**src/rtl/rma_pkg.sv**
```systemverilog
// Shared constants and types for the running and moving average unit.
// No dependencies; imported by rma_div and running_and_moving_average_unit.
package rma_pkg;

  // Sample and result field widths.
  localparam int unsigned SampleBits = 12;
  localparam int unsigned WeightBits = SampleBits + 8;

  // Sample counter and running total widths.
  localparam int unsigned CountBits  = 17;
  localparam int unsigned TotalBits  = 29;
  localparam logic [CountBits-1:0] MaxSamples = 17'd65535;
  localparam logic [CountBits-1:0] WinStart   = 17'd3;

  // Three-sample sum and weighted sum widths.
  localparam int unsigned SumBits  = SampleBits + 2;
  localparam int unsigned WsumBits = 30;

  // Shared divider: remainder/divisor width, quotient width, dividend low part.
  localparam int unsigned RemBits    = 18;
  localparam int unsigned QuoBits    = 20;
  localparam int unsigned LowBits    = 20;
  localparam int unsigned CmeanIters = 12;
  localparam int unsigned WeightIters = 20;
  localparam int unsigned IterBits   = 5;

  // Reciprocal of six for the rounded three-sample mean: x/6 = (x*Recip6) >> Recip6Shift.
  localparam logic [15:0] Recip6      = 16'd43691;
  localparam int unsigned Recip6Shift = 18;

  // Stream packing.
  localparam int unsigned InDataBits  = 16;
  localparam int unsigned OutDataBits = 48;
  localparam int unsigned OutUserBits = 2;

  // Divider command from the sequencer.
  typedef struct packed {
    logic load;
    logic step;
  } div_cmd_t;

endpackage

```
**src/rtl/running_and_moving_average_unit.sv**
```systemverilog
// Running and moving average unit: top level with the sequencer and state.
// Depends on rma_pkg and instantiates the shared divider rma_div.
//
// Each input request carries one signed 12-bit sample and produces exactly one
// output request. The result holds the cumulative mean of all samples taken so
// far (truncated toward zero), the mean of the last three samples (rounded half
// away from zero) and an index-weighted three-sample mean in signed Q.8 fixed
// point (truncated toward zero). The window fields are zero and window_valid is
// low until the third sample. After 65535 samples every further request is
// answered with overflow set and zero fields, and the internal state is left
// unchanged. Both divisions run one after the other on a single restoring
// divider that produces one quotient bit per cycle, first for the cumulative
// mean and then for the weighted mean. A request passes through accept, setup,
// the cumulative-mean division, a handover, the weighted-mean division and the
// result step, which waits until the output register is free; the first two
// samples skip the weighted-mean division and overflow requests go from accept
// straight to the result step. The input is ready only while the unit is idle,
// and a finished result waits in an output register, so a new sample may be
// accepted while the previous result has not yet been taken.
module running_and_moving_average_unit import rma_pkg::*; (
  input  logic                   clk_i,
  input  logic                   rst_ni,
  input  logic                   s_axis_tvalid_i,
  output logic                   s_axis_tready_o,
  input  logic [InDataBits-1:0]  s_axis_tdata_i,   // [11:0] sample
  output logic                   m_axis_tvalid_o,
  input  logic                   m_axis_tready_i,
  output logic [OutDataBits-1:0] m_axis_tdata_o,   // [11:0] cumulative_mean,
                                                   // [23:12] window_mean,
                                                   // [43:24] weighted_mean_q8
  output logic [OutUserBits-1:0] m_axis_tuser_o    // [0] window_valid, [1] overflow
);

  typedef enum logic [2:0] {
    S_IDLE,
    S_PREP,
    S_DIV_C,
    S_MID,
    S_DIV_W,
    S_DONE
  } state_e;

  state_e                     state_q;
  logic [IterBits-1:0]        iter_q;

  // Architectural state.
  logic signed [TotalBits-1:0]  total_q;
  logic [CountBits-1:0]         count_q;
  logic signed [SampleBits-1:0] prev0_q, prev1_q;

  // Per-request working registers.
  logic signed [SampleBits-1:0] smp_q;
  logic                         ovf_q;
  logic                         cneg_q;
  logic signed [WsumBits-1:0]   wsum_q;
  logic signed [SampleBits-1:0] cmean_q;
  logic signed [SampleBits-1:0] wmean_q;

  // Output register.
  logic                         out_valid_q;
  logic signed [SampleBits-1:0] out_cmean_q;
  logic signed [SampleBits-1:0] out_wmean_q;
  logic signed [WeightBits-1:0] out_wq8_q;
  logic                         out_win_q;
  logic                         out_ovf_q;

  logic                         in_fire;
  logic                         out_free;
  logic signed [SampleBits-1:0] sample_s;
  logic signed [TotalBits-1:0]  sample_ext;
  logic                         win_ok;

  logic [TotalBits-1:0]         tot_mag;
  logic [CountBits-1:0]         idx;
  logic signed [SumBits-1:0]    sum3;
  logic signed [CountBits+SumBits:0] prod;
  logic signed [SumBits-1:0]    diff_sa;
  logic signed [WsumBits-1:0]   wsum_c;
  logic [WsumBits-1:0]          wmag;
  logic [RemBits-1:0]           dsr_w;

  logic [SumBits-1:0]           smag;
  logic [SumBits:0]             rnd_x;
  logic [SumBits+16:0]          rnd_p;
  logic [SampleBits-1:0]        rnd_q;

  div_cmd_t                     div_cmd;
  logic [RemBits-1:0]           div_rem;
  logic [LowBits-1:0]           div_low;
  logic [RemBits-1:0]           div_dsr;
  logic [QuoBits-1:0]           div_quo;

  assign s_axis_tready_o = (state_q == S_IDLE);
  assign in_fire         = s_axis_tvalid_i & s_axis_tready_o;
  assign out_free        = ~out_valid_q | m_axis_tready_i;
  assign sample_s        = signed'(s_axis_tdata_i[SampleBits-1:0]);
  assign sample_ext      = {{(TotalBits-SampleBits){sample_s[SampleBits-1]}}, sample_s};
  assign win_ok          = (count_q >= WinStart);

  // Operand preparation for both divisions and the rounded window mean.
  always_comb begin
    tot_mag = total_q[TotalBits-1] ? (TotalBits)'(-total_q) : total_q;
    idx     = count_q - 1'b1;
    sum3    = SumBits'(prev1_q) + SumBits'(prev0_q) + SumBits'(smp_q);
    diff_sa = SumBits'(smp_q) - SumBits'(prev1_q);
    // Weights i-1, i, i+1 collapse to i*(a+b+s) + (s-a).
    prod    = signed'({1'b0, idx}) * sum3;
    wsum_c  = WsumBits'(prod) + WsumBits'(diff_sa);
    wmag    = wsum_q[WsumBits-1] ? (WsumBits)'(-wsum_q) : wsum_q;
    dsr_w   = {idx, 1'b0} + RemBits'(idx);

    // Window mean: round(|sum|/3) = (2|sum|+3)/6, done with a reciprocal multiply.
    smag    = sum3[SumBits-1] ? (SumBits)'(-sum3) : sum3;
    rnd_x   = {smag, 1'b0} + (SumBits+1)'(3);
    rnd_p   = rnd_x * Recip6;
    rnd_q   = rnd_p[Recip6Shift +: SampleBits];
  end

  // Divider loads: the cumulative mean in the setup cycle, the weighted mean at handover once the window is valid.
  // Quotients are known to fit the iteration count, so the top dividend bits
  // start directly in the remainder.
  always_comb begin
    div_cmd = '0;
    div_rem = '0;
    div_low = '0;
    div_dsr = '0;
    unique case (state_q)
      S_PREP: begin
        div_cmd.load = 1'b1;
        div_rem = RemBits'(tot_mag[TotalBits-2:CmeanIters]);
        div_low = {tot_mag[CmeanIters-1:0], (LowBits-CmeanIters)'(0)};
        div_dsr = RemBits'(count_q);
      end
      S_MID: begin
        div_cmd.load = win_ok;
        div_rem = RemBits'(wmag[WsumBits-2:WeightIters-8]);
        div_low = {wmag[WeightIters-9:0], 8'h00};
        div_dsr = dsr_w;
      end
      S_DIV_C, S_DIV_W: begin
        div_cmd.step = 1'b1;
      end
      default: begin
        div_cmd = '0;
      end
    endcase
  end

  rma_div u_div (
    .clk_i (clk_i),
    .cmd_i (div_cmd),
    .rem_i (div_rem),
    .low_i (div_low),
    .dsr_i (div_dsr),
    .quo_o (div_quo)
  );

  // Sequencer, architectural state and output register.
  always_ff @(posedge clk_i or negedge rst_ni) begin
    if (!rst_ni) begin
      state_q     <= S_IDLE;
      iter_q      <= '0;
      total_q     <= '0;
      count_q     <= '0;
      prev0_q     <= '0;
      prev1_q     <= '0;
      smp_q       <= '0;
      ovf_q       <= 1'b0;
      cneg_q      <= 1'b0;
      wsum_q      <= '0;
      cmean_q     <= '0;
      wmean_q     <= '0;
      out_valid_q <= 1'b0;
      out_cmean_q <= '0;
      out_wmean_q <= '0;
      out_wq8_q   <= '0;
      out_win_q   <= 1'b0;
      out_ovf_q   <= 1'b0;
    end else begin
      // The output register is refilled when a result is ready and the slot is free.
      if (state_q == S_DONE && out_free) begin
        out_valid_q <= 1'b1;
      end else if (m_axis_tready_i) begin
        out_valid_q <= 1'b0;
      end
      unique case (state_q)
        S_IDLE: begin
          if (in_fire) begin
            smp_q <= sample_s;
            if (count_q >= MaxSamples) begin
              // The count limit is reached: answer with overflow and keep the state.
              ovf_q   <= 1'b1;
              state_q <= S_DONE;
            end else begin
              ovf_q   <= 1'b0;
              total_q <= total_q + sample_ext;
              count_q <= count_q + 1'b1;
              state_q <= S_PREP;
            end
          end
        end
        S_PREP: begin
          cneg_q  <= total_q[TotalBits-1];
          wsum_q  <= wsum_c;
          iter_q  <= '0;
          state_q <= S_DIV_C;
        end
        S_DIV_C: begin
          wmean_q <= sum3[SumBits-1] ? (SampleBits)'(-rnd_q) : rnd_q;
          iter_q  <= iter_q + 1'b1;
          if (iter_q == IterBits'(CmeanIters - 1)) begin
            state_q <= S_MID;
          end
        end
        S_MID: begin
          cmean_q <= cneg_q ? (SampleBits)'(-div_quo[SampleBits-1:0])
                            : div_quo[SampleBits-1:0];
          iter_q  <= '0;
          state_q <= win_ok ? S_DIV_W : S_DONE;
        end
        S_DIV_W: begin
          iter_q <= iter_q + 1'b1;
          if (iter_q == IterBits'(WeightIters - 1)) begin
            state_q <= S_DONE;
          end
        end
        S_DONE: begin
          if (out_free) begin
            out_ovf_q <= ovf_q;
            if (ovf_q) begin
              out_cmean_q <= '0;
              out_wmean_q <= '0;
              out_wq8_q   <= '0;
              out_win_q   <= 1'b0;
            end else begin
              out_cmean_q <= cmean_q;
              out_win_q   <= win_ok;
              out_wmean_q <= win_ok ? wmean_q : '0;
              if (win_ok) begin
                out_wq8_q <= wsum_q[WsumBits-1] ? (WeightBits)'(-div_quo) : div_quo;
              end else begin
                out_wq8_q <= '0;
              end
              prev1_q <= prev0_q;
              prev0_q <= smp_q;
            end
            state_q <= S_IDLE;
          end
        end
        default: begin
          state_q <= S_IDLE;
        end
      endcase
    end
  end

  assign m_axis_tvalid_o = out_valid_q;
  assign m_axis_tdata_o  = {(OutDataBits - 2*SampleBits - WeightBits)'(0),
                            out_wq8_q, out_wmean_q, out_cmean_q};
  assign m_axis_tuser_o  = {out_ovf_q, out_win_q};

endmodule

```
**src/rtl/rma_div.sv**
```systemverilog
// Shared restoring divider, one quotient bit per cycle while the step command is held.
// Depends on rma_pkg for widths and the command struct.
module rma_div import rma_pkg::*; (
  input  logic               clk_i,
  input  div_cmd_t           cmd_i,
  input  logic [RemBits-1:0] rem_i,
  input  logic [LowBits-1:0] low_i,
  input  logic [RemBits-1:0] dsr_i,
  output logic [QuoBits-1:0] quo_o
);

  logic [RemBits-1:0] rem_q;
  logic [LowBits-1:0] low_q;
  logic [RemBits-1:0] dsr_q;
  logic [QuoBits-1:0] quo_q;
  logic [RemBits:0]   trial;
  logic [RemBits+1:0] diff;
  logic               fits;

  // The partial remainder always stays below the divisor, so one bit more holds the trial.
  always_comb begin
    trial = {rem_q, low_q[LowBits-1]};
    diff  = {1'b0, trial} - {2'b00, dsr_q};
    fits  = ~diff[RemBits+1];
  end

  always_ff @(posedge clk_i) begin
    if (cmd_i.load) begin
      rem_q <= rem_i;
      low_q <= low_i;
      dsr_q <= dsr_i;
      quo_q <= '0;
    end else if (cmd_i.step) begin
      rem_q <= fits ? diff[RemBits-1:0] : trial[RemBits-1:0];
      low_q <= {low_q[LowBits-2:0], 1'b0};
      quo_q <= {quo_q[QuoBits-2:0], fits};
    end
  end

  assign quo_o = quo_q;

endmodule
```
**config.mk**
```make
export PLATFORM = sky130hd
export DESIGN_NAME = running_and_moving_average_unit
export DESIGN_NICKNAME = d
export VERILOG_FILES = /design/src/rtl/rma_pkg.sv /design/src/rtl/running_and_moving_average_unit.sv /design/src/rtl/rma_div.sv
export SDC_FILE = /design/constraint.sdc
export NUM_CORES = 2
export LEC_CHECK = 0
export BUFFER_PORTS_ARGS = -buffer_cell sky130_fd_sc_hd__clkbuf_2
export CORE_UTILIZATION = 62
export DETAILED_ROUTE_END_ITERATION = 8
export GPL_TIMING_DRIVEN = 0
export PLACE_DENSITY_LB_ADDON = 0.25
export SYNTH_ARGS = -nofsm -noshare
export SYNTH_HDL_FRONTEND = slang
export SYNTH_SLANG_ARGS = --single-unit
```
**constraint.sdc**
```tcl
create_clock -name clk_i -period 18.2 [get_ports clk_i]
set_input_delay 2.73 -clock clk_i [delete_from_list [all_inputs] [get_ports clk_i]]
set_output_delay 2.73 -clock clk_i [all_outputs]
set_load 0.1 [all_outputs]
```
==> metrics.txt <==
# TYPE chip_impl_metric gauge
chip_impl_metric{name="die_width",unit="µm"} 221
chip_impl_metric{name="finalNetCount",unit=""} 4014
chip_impl_metric{name="numClockSinks",unit=""} 261
chip_impl_info{name="timing.setup.critical_path_class",value="register to register"} 1
chip_impl_info{name="timing.critical_path.mode_cell",value="sky130_fd_sc_hd__fa_1"} 1
chip_impl_metric{name="worst-r2r-cell-count",unit=""} 41
chip_impl_metric{name="max_slew_margin",unit="%"} 5.54
chip_impl_metric{name="detailroute.via_count",unit=""} 24101
chip_impl_info{name="crit-reg2reg-capture",value="wmean_q[6]"} 1
chip_impl_metric{name="top_level_pins",unit=""} 72
chip_impl_metric{name="synth_edf_count",unit=""} 48
chip_impl_metric{name="yosysSeqAreaShare",unit="%"} 22.5
chip_impl_metric{name="grt_usage",unit="%"} 33.8
chip_impl_metric{name="synth_warnings",unit=""} 0
chip_impl_metric{name="drt_iter0_markers",unit=""} 1912
chip_impl_info{name="min_to",value="out_wq8_q[6]"} 1
chip_impl_metric{name="asyncSetResetFlopFracSynth",unit="%"} 73.9
chip_impl_metric{name="antenna_violations_before_repair",unit=""} 0
chip_impl_metric{name="post_synth_inst_count",unit=""} 3296
chip_impl_metric{name="cts_post_setup_buffers_inserted",unit=""} 0
chip_impl_metric{name="min_path_cells",unit=""} 2
chip_impl_metric{name="cts_made_buffers",unit=""} 29
chip_impl_metric{name="finalCoreUtilization",unit="%"} 67.6
chip_impl_metric{name="synth.cell_area",unit="µm²"} 29600
chip_impl_metric{name="critPathMaxFanout",unit=""} 20
chip_impl_metric{name="clk_transition_reported_paths",unit="ns"} 0.06
chip_impl_metric{name="gr-total-overflow",unit=""} 0
chip_impl_info{name="outcome",value="finished with violations"} 1
chip_impl_metric{name="timing_hold_violations_final",unit=""} 0
chip_impl_metric{name="place.port_buffers",unit=""} 63
chip_impl_metric{name="grt_pass1_vias",unit=""} 24748
chip_impl_metric{name="hpwl",unit="mm"} 64.6
chip_impl_metric{name="floorplan.initialDensity",unit="%"} 63.2
chip_impl_metric{name="ctsHoldBuffers",unit=""} 0
chip_impl_metric{name="die_area",unit="µm²"} 48600
chip_impl_metric{name="max_cap_viol_count",unit=""} 0
chip_impl_metric{name="cp.required",unit="ns"} 18.64
chip_impl_metric{name="grt_pass1_wl",unit="mm"} 129
chip_impl_metric{name="post-route-drc-count",unit=""} 3
chip_impl_metric{name="max_freq",unit="GHz"} 0.0731
chip_impl_metric{name="core",unit="µm²"} 46900
chip_impl_metric{name="diodes",unit=""} 0
chip_impl_info{name="clk_root_buffer_cell",value="sky130_fd_sc_hd__clkbuf_16"} 1
chip_impl_metric{name="mean_area_per_synthesized_cell",unit="µm²"} 8.98
chip_impl_metric{name="cts_buffer_depth",unit=""} 3
chip_impl_metric{name="floorplan.rows",unit=""} 79
chip_impl_metric{name="final_antenna_net_count",unit=""} 0
chip_impl_metric{name="netlist-cell-type-count",unit=""} 89
chip_impl_metric{name="final_period_minus_worst_setup_slack",unit="ns"} 13.69
chip_impl_metric{name="maxSlewViolCount",unit=""} 0
chip_impl_info{name="tritoncts",value="done"} 1
chip_impl_info{name="worstReg2RegStart",value="smp_q[11]"} 1
chip_impl_metric{name="worstMarginPinSlew",unit="ns"} 1.41
chip_impl_info{name="worstSetupStartpointType",value="register"} 1
chip_impl_metric{name="post-synth-top-area-fraction",unit="%"} 21.2
chip_impl_metric{name="die_height",unit="µm"} 221
chip_impl_metric{name="setup_total_negative_slack",unit="ns"} 0
chip_impl_info{name="yosysTopAreaCell",value="sky130_fd_sc_hd__fa_1"} 1
chip_impl_metric{name="timing.clock.skew",unit="ns"} 0.0280
chip_impl_metric{name="area_growth_syn_to_layout",unit="%"} 6.94
chip_impl_metric{name="ys_ff_latch",unit=""} 261
chip_impl_info{name="beginning_of_the_worst_hold_path",value="out_wq8_q[6]"} 1
chip_impl_info{name="crit_path_end_kind",value="register"} 1
chip_impl_info{name="failed_checks",value="DRC"} 1
chip_impl_metric{name="wl_per_cell",unit="µm"} 19.7
chip_impl_metric{name="setup_viol",unit=""} 0
chip_impl_info{name="synth.area.top_cells",value="sky130_fd_sc_hd__fa_1 21%, sky130_fd_sc_hd__dfrtp_1 16%, sky130_fd_sc_hd__ha_1 12%, sky130_fd_sc_hd__inv_1 6.0%, sky130_fd_sc_hd__nand2_1 5.5%"} 1
chip_impl_metric{name="period_share",unit="%"} 75.2
chip_impl_metric{name="ff2ff_setup_slack",unit="ns"} 4.51
chip_impl_metric{name="worstPathArrival",unit="ns"} 14.12
chip_impl_metric{name="cts_htree_levels",unit=""} 1
chip_impl_metric{name="post_cts_resized",unit=""} 0
chip_impl_metric{name="clkLatencyLatePin",unit="ns"} 0.57
chip_impl_metric{name="detail_route.wirelength",unit="mm"} 79.3
chip_impl_metric{name="pin_count_of_the_biggest_net_entering_global_routing",unit=""} 72
chip_impl_metric{name="routabilityCongestion",unit=""} 0.983
chip_impl_info{name="synth-main-ff-cell",value="sky130_fd_sc_hd__dfrtp_1"} 1
chip_impl_metric{name="fraction_of_layout_cells_with_a_size_suffix_above_1",unit="%"} 5.47
chip_impl_info{name="min_path_type",value="register to register"} 1
chip_impl_metric{name="routed_via_density",unit=""} 5.99
chip_impl_info{name="rsz_0062_raised_after_global_routing",value="false"} 1
chip_impl_info{name="cpMaxStageDelayCell",value="sky130_fd_sc_hd__dfrtp_1"} 1
chip_impl_metric{name="slowest_delay",unit="ns"} 1.11
chip_impl_metric{name="length_of_the_first_detailed_routing_pass_in_iterations",unit=""} 7
layout by cell type (no fill, tap or decap), drive strengths merged, types with 29 or more instances in the layout:
master	n
inv	473
nand2	433
fa	313
ha	286
o21ai	234
clkbuf	212
dfrtp	193
nor2	192
xnor2	135
xor2	112
a21oi	96
nand2b	55
edfxtp	48
nand3	47
a21o	37
nor3	36
mux2	31
buf	29
how the worst max path moves through the flow:
stage	startpoint	to	slack, ns
6_report	smp_q[11]	wmean_q[6]	4.51
3_3_place_gp	prev1_q[11]	wmean_q[6]	4.70
4_1_cts	prev1_q[11]	wmean_q[6]	4.42
2_1_floorplan	prev1_q[11]	wmean_q[6]	7.03
3_5_place_dp	prev1_q[11]	wmean_q[6]	4.47
5_1_grt	smp_q[11]	wmean_q[6]	3.59
routing by layer:
| layer | track usage [%] | vias up | part of all wire (%) |
|---|---|---|---|
| met1 | 44.4 | 11896 | 42 |
| met4 | 13.9 | 0 | 4.4 |
| met5 | 0 | - | 0 |
| met3 | 4.54 | 184 | 6.6 |
| met2 | 56.6 | 948 | 47 |
| li1 | - | 11073 | - |
through the flow:
stage	area, µm²	hold slack (ns)	setup WS, ns	instances
detailed placement	30800	0.471	4.47	3971
finish	31700	0.475	4.51	4024
floorplan	29600	0.448	7.03	3299
CTS	31700	0.484	4.42	4024
global placement	30700	0.462	4.70	3969
global route	31700	0.500	3.59	4024
layout make-up:
cell class | count | area (µm²)
buffer | 135 | 534
clock buffer | 41 | 815
clock inverter | 12 | 85.1
fill | 3784 | 15200
inverter | 483 | 1810
multi-input combinational | 2420 | 20600
sequential | 261 | 6670
tap | 607 | 759
timing repair buffer | 65 | 379
flip-flops by register name, summed over array words and instances (netlist names), 17 cells and up:
name / cells
count_q: 17
u_div.rem_q: 18
u_div.dsr_q: 18
wsum_q: 30
u_div.quo_o: 20
total_q: 29
out_wq8_q: 20
synth_stat cells (all sizes together), types with 55 or more instances:
| cell type | count |
|---|---|
| xor2 | 112 |
| ha | 286 |
| nand2b | 55 |
| inv | 472 |
| nand2 | 433 |
| a21oi | 96 |
| xnor2 | 135 |
| o21ai | 234 |
| nor2 | 192 |
| clkbuf | 108 |
| dfrtp | 193 |
| fa | 313 |
kinds of logic after synthesis:
group           after synthesis  share of synthesized area, %
simple gates                924                          14.2
other cells                   1                        0.0127
fa+ha+maj                   600                          33.3
mux                          49                          1.79
compound gates              596                          12.9
flops                       261                          22.5
xor+xnor                    247                          7.33
buf+inv                     618                          7.93
critical path: cells and delay by family (launching register included):
kind | cells | cell delay (ns)
flops | 1 | 1.11
buf+inv | 8 | 1.88
mux | 1 | 0.26
xor+xnor | 3 | 0.81
fa+ha+maj | 10 | 4.26
compound gates | 11 | 2.68
simple gates | 8 | 2.51
Power is not shown: default switching activity piles up to over one toggle a cycle in this logic, so the estimate is an artifact.
